`src/slfa_pkg.sv`:
```
// Package for the slot free-list allocator.
// Holds the request and result item types, the controller state type and
// the command struct that joins controller and datapath. No dependencies.
package slfa_pkg;

  // Request codes carried in req_type.
  localparam logic REQ_ALLOC   = 1'b0;
  localparam logic REQ_RELEASE = 1'b1;

  typedef struct packed {
    logic       req_type;
    logic [3:0] slot_in;
  } req_t;

  typedef struct packed {
    logic       done_res;
    logic [3:0] slot_out;
    logic [4:0] live_count;
    logic       pool_full;
    logic       pool_empty;
  } res_t;

  typedef enum logic [1:0] {
    ST_IDLE,
    ST_LOOKUP,
    ST_UPDATE
  } ctl_state_t;

  typedef struct packed {
    logic latch;   // capture the request
    logic lookup;  // read the head link and the slot's in-use bit
    logic update;  // apply the request and load the result
  } cmd_t;

endpackage

```
`src/slfa_ctrl.sv`:
```
// Controller state machine of the slot free-list allocator.
// Depends on slfa_pkg for the state enum and the command struct.
module slfa_ctrl (
  input  logic           clk,
  input  logic           rst_n,
  input  logic           start,
  output logic           busy,
  output slfa_pkg::cmd_t cmd
);
  import slfa_pkg::*;

  ctl_state_t state_r;
  ctl_state_t state_nxt;

  always_ff @(posedge clk) begin
    if (!rst_n) begin
      state_r <= ST_IDLE;
    end else begin
      state_r <= state_nxt;
    end
  end

  always_comb begin
    state_nxt = state_r;
    case (state_r)
      ST_IDLE: begin
        if (start) begin
          state_nxt = ST_LOOKUP;
        end
      end
      ST_LOOKUP: begin
        state_nxt = ST_UPDATE;
      end
      ST_UPDATE: begin
        state_nxt = ST_IDLE;
      end
      default: begin
        state_nxt = ST_IDLE;
      end
    endcase
  end

  always_comb begin
    busy       = 1'b1;
    cmd.latch  = 1'b0;
    cmd.lookup = 1'b0;
    cmd.update = 1'b0;
    case (state_r)
      ST_IDLE: begin
        busy      = 1'b0;
        cmd.latch = start;
      end
      ST_LOOKUP: begin
        cmd.lookup = 1'b1;
      end
      ST_UPDATE: begin
        cmd.update = 1'b1;
      end
      default: begin
        busy = 1'b1;
      end
    endcase
  end

endmodule

```
`src/slfa_dpath.sv`:
```
// Datapath of the slot free-list allocator: link memory, in-use bits,
// free-list head, live count and the result register.
// Depends on slfa_pkg for the item types and the command struct.
module slfa_dpath #(
  parameter int SLOT_COUNT = 16
) (
  input  logic           clk,
  input  logic           rst_n,
  input  slfa_pkg::cmd_t cmd,
  input  slfa_pkg::req_t in_req,
  output logic           out_valid,
  output slfa_pkg::res_t out_res
);
  import slfa_pkg::*;

  localparam int IW = $clog2(SLOT_COUNT);      // slot index width
  localparam int LW = $clog2(SLOT_COUNT + 1);  // link, head and count width
  localparam int XW = (LW > 4) ? LW : 4;       // common compare width
  localparam int OW = (LW > 5) ? LW : 5;       // count width before masking

  // Link memory; an entry not written since reset reads as its index plus one.
  logic [LW-1:0]         link_mem [SLOT_COUNT];
  logic [SLOT_COUNT-1:0] link_vld_r;
  logic [SLOT_COUNT-1:0] in_use_r;

  logic [LW-1:0] head_r;
  logic [LW-1:0] count_r;
  req_t          req_r;
  logic [LW-1:0] rd_link_r;
  logic          rd_vld_r;
  logic          used_bit_r;
  logic          out_valid_r;
  res_t          out_res_r;

  logic [XW-1:0] slot_x;
  logic [XW-1:0] head_x;
  logic [IW-1:0] slot_idx;
  logic [IW-1:0] head_idx;
  logic          slot_ok;
  logic          alloc_ok;
  logic          rel_ok;
  logic [LW-1:0] link_val;
  logic [LW-1:0] count_nxt;
  logic [XW-1:0] grant_x;
  logic [OW-1:0] count_o;

  assign slot_x   = XW'(req_r.slot_in);
  assign head_x   = XW'(head_r);
  assign slot_idx = slot_x[IW-1:0];
  assign head_idx = head_r[IW-1:0];
  assign slot_ok  = slot_x < XW'(SLOT_COUNT);

  assign alloc_ok = (req_r.req_type == REQ_ALLOC) &&
                    (count_r < LW'(SLOT_COUNT)) && (head_x < XW'(SLOT_COUNT));
  assign rel_ok   = (req_r.req_type == REQ_RELEASE) && slot_ok && used_bit_r;
  assign link_val = rd_vld_r ? rd_link_r : head_r + LW'(1);

  always_comb begin
    count_nxt = count_r;
    grant_x   = '0;
    if (alloc_ok) begin
      count_nxt = count_r + LW'(1);
      grant_x   = head_x;
    end else if (rel_ok) begin
      if (count_r != '0) begin
        count_nxt = count_r - LW'(1);
      end
      grant_x = slot_x;
    end
  end

  assign count_o = OW'(count_nxt);

  always_ff @(posedge clk) begin
    if (cmd.latch) begin
      req_r <= in_req;
    end
    if (cmd.lookup) begin
      rd_link_r  <= link_mem[head_idx];
      rd_vld_r   <= link_vld_r[head_idx];
      used_bit_r <= in_use_r[slot_idx];
    end
    if (cmd.update && rel_ok) begin
      link_mem[slot_idx] <= head_r;
    end
    if (cmd.update) begin
      out_res_r.done_res   <= alloc_ok || rel_ok;
      out_res_r.slot_out   <= grant_x[3:0];
      out_res_r.live_count <= count_o[4:0];
      out_res_r.pool_full  <= count_nxt == LW'(SLOT_COUNT);
      out_res_r.pool_empty <= count_nxt == '0;
    end
  end

  always_ff @(posedge clk) begin
    if (!rst_n) begin
      link_vld_r  <= '0;
      in_use_r    <= '0;
      head_r      <= '0;
      count_r     <= '0;
      out_valid_r <= 1'b0;
    end else begin
      out_valid_r <= cmd.update;
      if (cmd.update) begin
        count_r <= count_nxt;
        if (alloc_ok) begin
          head_r             <= link_val;
          in_use_r[head_idx] <= 1'b1;
        end else if (rel_ok) begin
          head_r               <= slot_x[LW-1:0];
          in_use_r[slot_idx]   <= 1'b0;
          link_vld_r[slot_idx] <= 1'b1;
        end
      end
    end
  end

  assign out_valid = out_valid_r;
  assign out_res   = out_res_r;

endmodule

```
`src/slot_free_list_allocator_unit.sv`:
```
// Top level of the slot free-list allocator.
// Depends on slfa_pkg, slfa_ctrl and slfa_dpath.
//
//   channel   ports                     handshake
//   request   start, busy, in_req       taken when start is high and busy low
//   result    out_valid, out_res        one-cycle strobe, cannot be held off
//
// Each item passes through three steps: capture, link memory read, update. The
// result appears in the cycle after the update, when busy is already low,
// so a new item may be started in that same cycle. Reset is synchronous
// and clears the free list to slot 0 onward with no slot in use; no
// clearing pass is needed.
module slot_free_list_allocator_unit #(
  parameter int SLOT_COUNT = 16
) (
  input  logic           clk,
  input  logic           rst_n,
  input  logic           start,
  output logic           busy,
  input  slfa_pkg::req_t in_req,
  output logic           out_valid,
  output slfa_pkg::res_t out_res
);
  import slfa_pkg::*;

  cmd_t cmd;

  slfa_ctrl u_ctrl (
    .clk   (clk),
    .rst_n (rst_n),
    .start (start),
    .busy  (busy),
    .cmd   (cmd)
  );

  slfa_dpath #(
    .SLOT_COUNT (SLOT_COUNT)
  ) u_dpath (
    .clk       (clk),
    .rst_n     (rst_n),
    .cmd       (cmd),
    .in_req    (in_req),
    .out_valid (out_valid),
    .out_res   (out_res)
  );

endmodule
```
`config.mk`:
```
export PLATFORM = sky130hd
export DESIGN_NAME = slot_free_list_allocator_unit
export DESIGN_NICKNAME = d
export VERILOG_FILES = /design/src/slfa_pkg.sv /design/src/slfa_ctrl.sv /design/src/slfa_dpath.sv /design/src/slot_free_list_allocator_unit.sv
export SDC_FILE = /design/constraint.sdc
export NUM_CORES = 1
export LEC_CHECK = 0
export BUFFER_PORTS_ARGS = -buffer_cell sky130_fd_sc_hd__buf_4
export CORE_AREA = 2 2 127 129
export CTS_CLUSTER_SIZE = 30
export DETAILED_ROUTE_END_ITERATION = 10
export DIE_AREA = 0 0 129 131
export PLACE_DENSITY_LB_ADDON = 0.12
export SLEW_MARGIN = 20
export SYNTH_ARGS = -nofsm -noshare
export SYNTH_HDL_FRONTEND = slang
export SYNTH_SLANG_ARGS = --single-unit
```
`constraint.sdc`:
```
create_clock -name clk -period 6.26 [get_ports clk]
set_clock_uncertainty 0.05 [all_clocks]
set_input_delay 0.626 -clock clk [delete_from_list [all_inputs] [get_ports clk]]
set_output_delay 0.626 -clock clk [all_outputs]
set_load 0.02 [all_outputs]
```
==> impl_summary.log <==
[metrics] result of the run: finished clean
[metrics] share of synthesized area occupied by flip-flops and latches: 65.6%
[metrics] count of inserted antenna diode cells: 0
[metrics] Max Transition Viols Final: 0
[metrics] weighted congestion at the end of routability-driven global placement: 0.830
[metrics] number of gates resized after cts: 0
[metrics] Leak: 2.39 nW
[metrics] number of synthesized register bits: 149
[metrics] Congestion Overflow GR: 0
[metrics] number of antenna violations at the first check in global routing: 0
[metrics] mean number of vias per cell: 5.37
[metrics] Slew headroom: 36.6%
[metrics] layout cells sized above 1: 22.5%
[metrics] estimated wirelength of the detail-placed design: 8160 um
[metrics] total standard cell area after synthesis: 6130 sq um
[metrics] Final Net Count: 428
[metrics] peak ir drop on the vdd network: 0.182 mV
[metrics] Worst EP required: 6.26 ns
[metrics] critical path arrival: 2.77 ns
[metrics] cells after synthesis: 392
[metrics] Hold Path Cell Cnt: 1
[metrics] DRC viols: 0
[metrics] buffers from clock root to sink, at most: 2
[metrics] Area growth, synth to finish: 15.8%
[metrics] wire length of the first global-routing pass: 20400 um
[metrics] count of pins on the block boundary: 22
[metrics] class of the tightest hold or removal check: input pin to flip-flop
[metrics] endpoint of the worst hold path: u_dpath.slot_idx[2]
[metrics] clk_lat worst skew: 0.42 ns
[metrics] maximum number of pins on one net before global-route repair: 47
[metrics] register-to-register path setup slack: 3.49 ns
[metrics] Starting Density: 39.3%
[metrics] Final Cycle Share: 44.3%
[metrics] placeable core area: 15600 sq um
[metrics] die height: 131 um
[metrics] most frequent cells in the layout: sky130_fd_sc_hd__edfxtp_1, sky130_fd_sc_hd__dfxtp_1, sky130_fd_sc_hd__mux4_2, sky130_fd_sc_hd__buf_4, sky130_fd_sc_hd__nor2_1
[metrics] All-Layer GR Usage: 16.9%
[metrics] Clock transition at path regs: 0.06 ns
[metrics] largest fanout on the critical path: 21
[metrics] count of final hold-check violations: 0
[metrics] total die area: 16900 sq um
[metrics] terminus of the critical flop-to-flop path: u_dpath.link_mem[12][4]
[metrics] final non-filler cell total: 643
[metrics] number of buffers created by CTS: 17
[metrics] mean instance size in the synthesized netlist: 15.6 sq um
[metrics] fraction of synthesis flops using an asynchronous set or reset pin: 0%
[metrics] Reg2Reg Depth: 4
[metrics] most common cell after layout, fill and taps aside: sky130_fd_sc_hd__edfxtp_1
[metrics] H-tree levels: 4
[metrics] mean routed wirelength per cell: 20.3 um
[metrics] Num Clock Sinks: 149
[metrics] max_cap viols: 0
[metrics] distinct cell type count of the synthesized netlist: 49
[metrics] total routed wirelength: 13000 um
[metrics] top flip-flop cell by instance count after synthesis: sky130_fd_sc_hd__edfxtp_1
[metrics] critical path start-end classification: flip-flop to flip-flop
[metrics] launch instance of the worst min-delay path: in_req[2]
[metrics] violation count after the first detailed-routing iteration: 201
[metrics] # rows: 46
[metrics] PortBufs: 21
[metrics] Cells after DPL: 611
[metrics] Synthesis Warnings: 0
[metrics] unrepaired setup endpoints after global routing: no
[metrics] Post-Route Setup TNS: 0 ns
[metrics] number of hold buffers added after cts: 0
[metrics] type of element launching the critical path: flip-flop
[metrics] power density over the cells: 316 nW/um^2
[metrics] worst reg2reg startpoint: u_ctrl.state_r[0]
[metrics] count of flip-flops with a built-in enable after synthesis: 104
[metrics] maximum achievable frequency: 361 MHz
[metrics] Post-CTS Setup Bufs: 0
[metrics] Min Clock Period, post-route: 2.77 ns
[metrics] net count after synthesis: 406
[metrics] number of setup violations in the final report: 0
[metrics] slew of the pin with the lowest slew margin: 0.943 ns
[metrics] vias after detailed routing: 3452
[metrics] post-route setup slack: 3.49 ns
[metrics] clk root buf: sky130_fd_sc_hd__clkbuf_16
[metrics] Die Span X: 129 um
[metrics] DP Worst Slack: 3.48 ns
[metrics] clock tree from TritonCTS: done
[metrics] element type at the critical path end: flip-flop
[metrics] PnR Total Power: 0.00224 W
[metrics] number of global-route vias before repair: 3469
[metrics] count of TritonRoute iterations in the first routing pass: 4
[metrics] Post-DRT Antenna Nets: 0
worst max path at each step:
stage	start	slack, ns	to	cells after the start
after CTS	u_ctrl.state_r[0]	3.48	u_dpath.link_mem[12][0]	4
after detailed placement	u_ctrl.state_r[0]	3.48	u_dpath.link_mem[12][1]	4
after global placement	u_ctrl.state_r[0]	3.53	u_dpath.link_mem[12][0]	4
after floorplan	u_dpath.head_r[1]	4.03	u_dpath.rd_link_r[0]	4
after global routing	u_ctrl.state_r[0]	3.28	u_dpath.link_mem[12][0]	4
final	u_ctrl.state_r[0]	3.49	u_dpath.link_mem[12][4]	4
layer usage:
metal	vias to the layer above	GRT usage [%]	share of wire [%]
met5	-	0	0
met4	0	6.91	2.2
met3	19	5.13	4.3
met2	92	27.5	50
met1	1761	21.2	44
li1	1580	-	-
area by class of cell:
| type | count | area, sq um |
|---|---|---|
| clock buffers | 19 | 433 |
| clock inverters | 13 | 205 |
| inverters | 7 | 26.3 |
| well taps | 216 | 270 |
| flip-flops and latches | 149 | 4030 |
| multi-input cells | 213 | 1950 |
| fillers | 1366 | 8490 |
| repair buffers | 26 | 195 |
sequential cells by signal, summed over array words and instances (netlist names):
signal              cells
u_ctrl.state_r          2
u_dpath.out_res        12
u_dpath.count_r         5
u_dpath.slot_idx        4
u_dpath.out_valid       1
u_dpath.link_vld_r     16
u_dpath.head_r          5
u_dpath.in_use_r       16
u_dpath.used_bit_r      1
u_dpath.rd_link_r       5
u_dpath.rd_vld_r        1
u_dpath.link_mem       80
u_dpath.req_r           1
where the power goes:
part	internal [W]	leakage, nW	total, W	switching [W]
Sequential	0.00106	1.36	0.00107	0.00000999
Combinational	0.0000304	0.728	0.0000781	0.0000476
Clock	0.000706	0.305	0.00110	0.000391
Total	0.00179	2.39	0.00224	0.000449
synth_stat cells, types with 7 or more instances:
master	n	area (sq um)
sky130_fd_sc_hd__clkbuf_1	9	33.8
sky130_fd_sc_hd__o21a_1	16	120
sky130_fd_sc_hd__edfxtp_1	104	3120
sky130_fd_sc_hd__nor3b_1	15	113
sky130_fd_sc_hd__dfxtp_1	45	901
sky130_fd_sc_hd__a31oi_1	16	100
sky130_fd_sc_hd__nand2_1	19	71.3
sky130_fd_sc_hd__o21ai_0	14	70.1
sky130_fd_sc_hd__mux4_2	31	698
sky130_fd_sc_hd__nor3_1	7	35.0
sky130_fd_sc_hd__nor2_1	25	93.8
sky130_fd_sc_hd__buf_2	7	35.0
cell families (layout without fill, tap and decap cells):
kind of cell / count (synthesis) / count (layout) / share of synthesized area [%]
AO/OA/AOI/OAI: 69 / 69 / 7.65
XOR/XNOR: 4 / 4 / 0.571
multiplexers: 37 / 37 / 13.4
adder cells (fa/ha/maj): 6 / 6 / 1.22
AND/OR/NAND/NOR: 97 / 97 / 8.93
flip-flops: 149 / 149 / 65.6
buffers and inverters: 30 / 65 / 2.59
critical path, stage by stage, from the launching register on:
cell                       delay (ns)
sky130_fd_sc_hd__dfxtp_1         0.31
sky130_fd_sc_hd__nand2b_1        0.43
sky130_fd_sc_hd__clkinv_1        0.57
sky130_fd_sc_hd__nand4_1         0.29
sky130_fd_sc_hd__nor3_1          0.74
metrics by stage:
stage          util (%)  hold WS [ns]  instance area, sq um
6_report           45.6         0.331                  7110
5_1_grt            45.6         0.305                  7110
4_1_cts            45.6         0.312                  7110
3_5_place_dp       41.5         0.400                  6470
3_3_place_gp       41.5         0.392                  6470
2_1_floorplan         -         0.385                  6130
No activity file was read; power rests on OpenSTA's default activity.
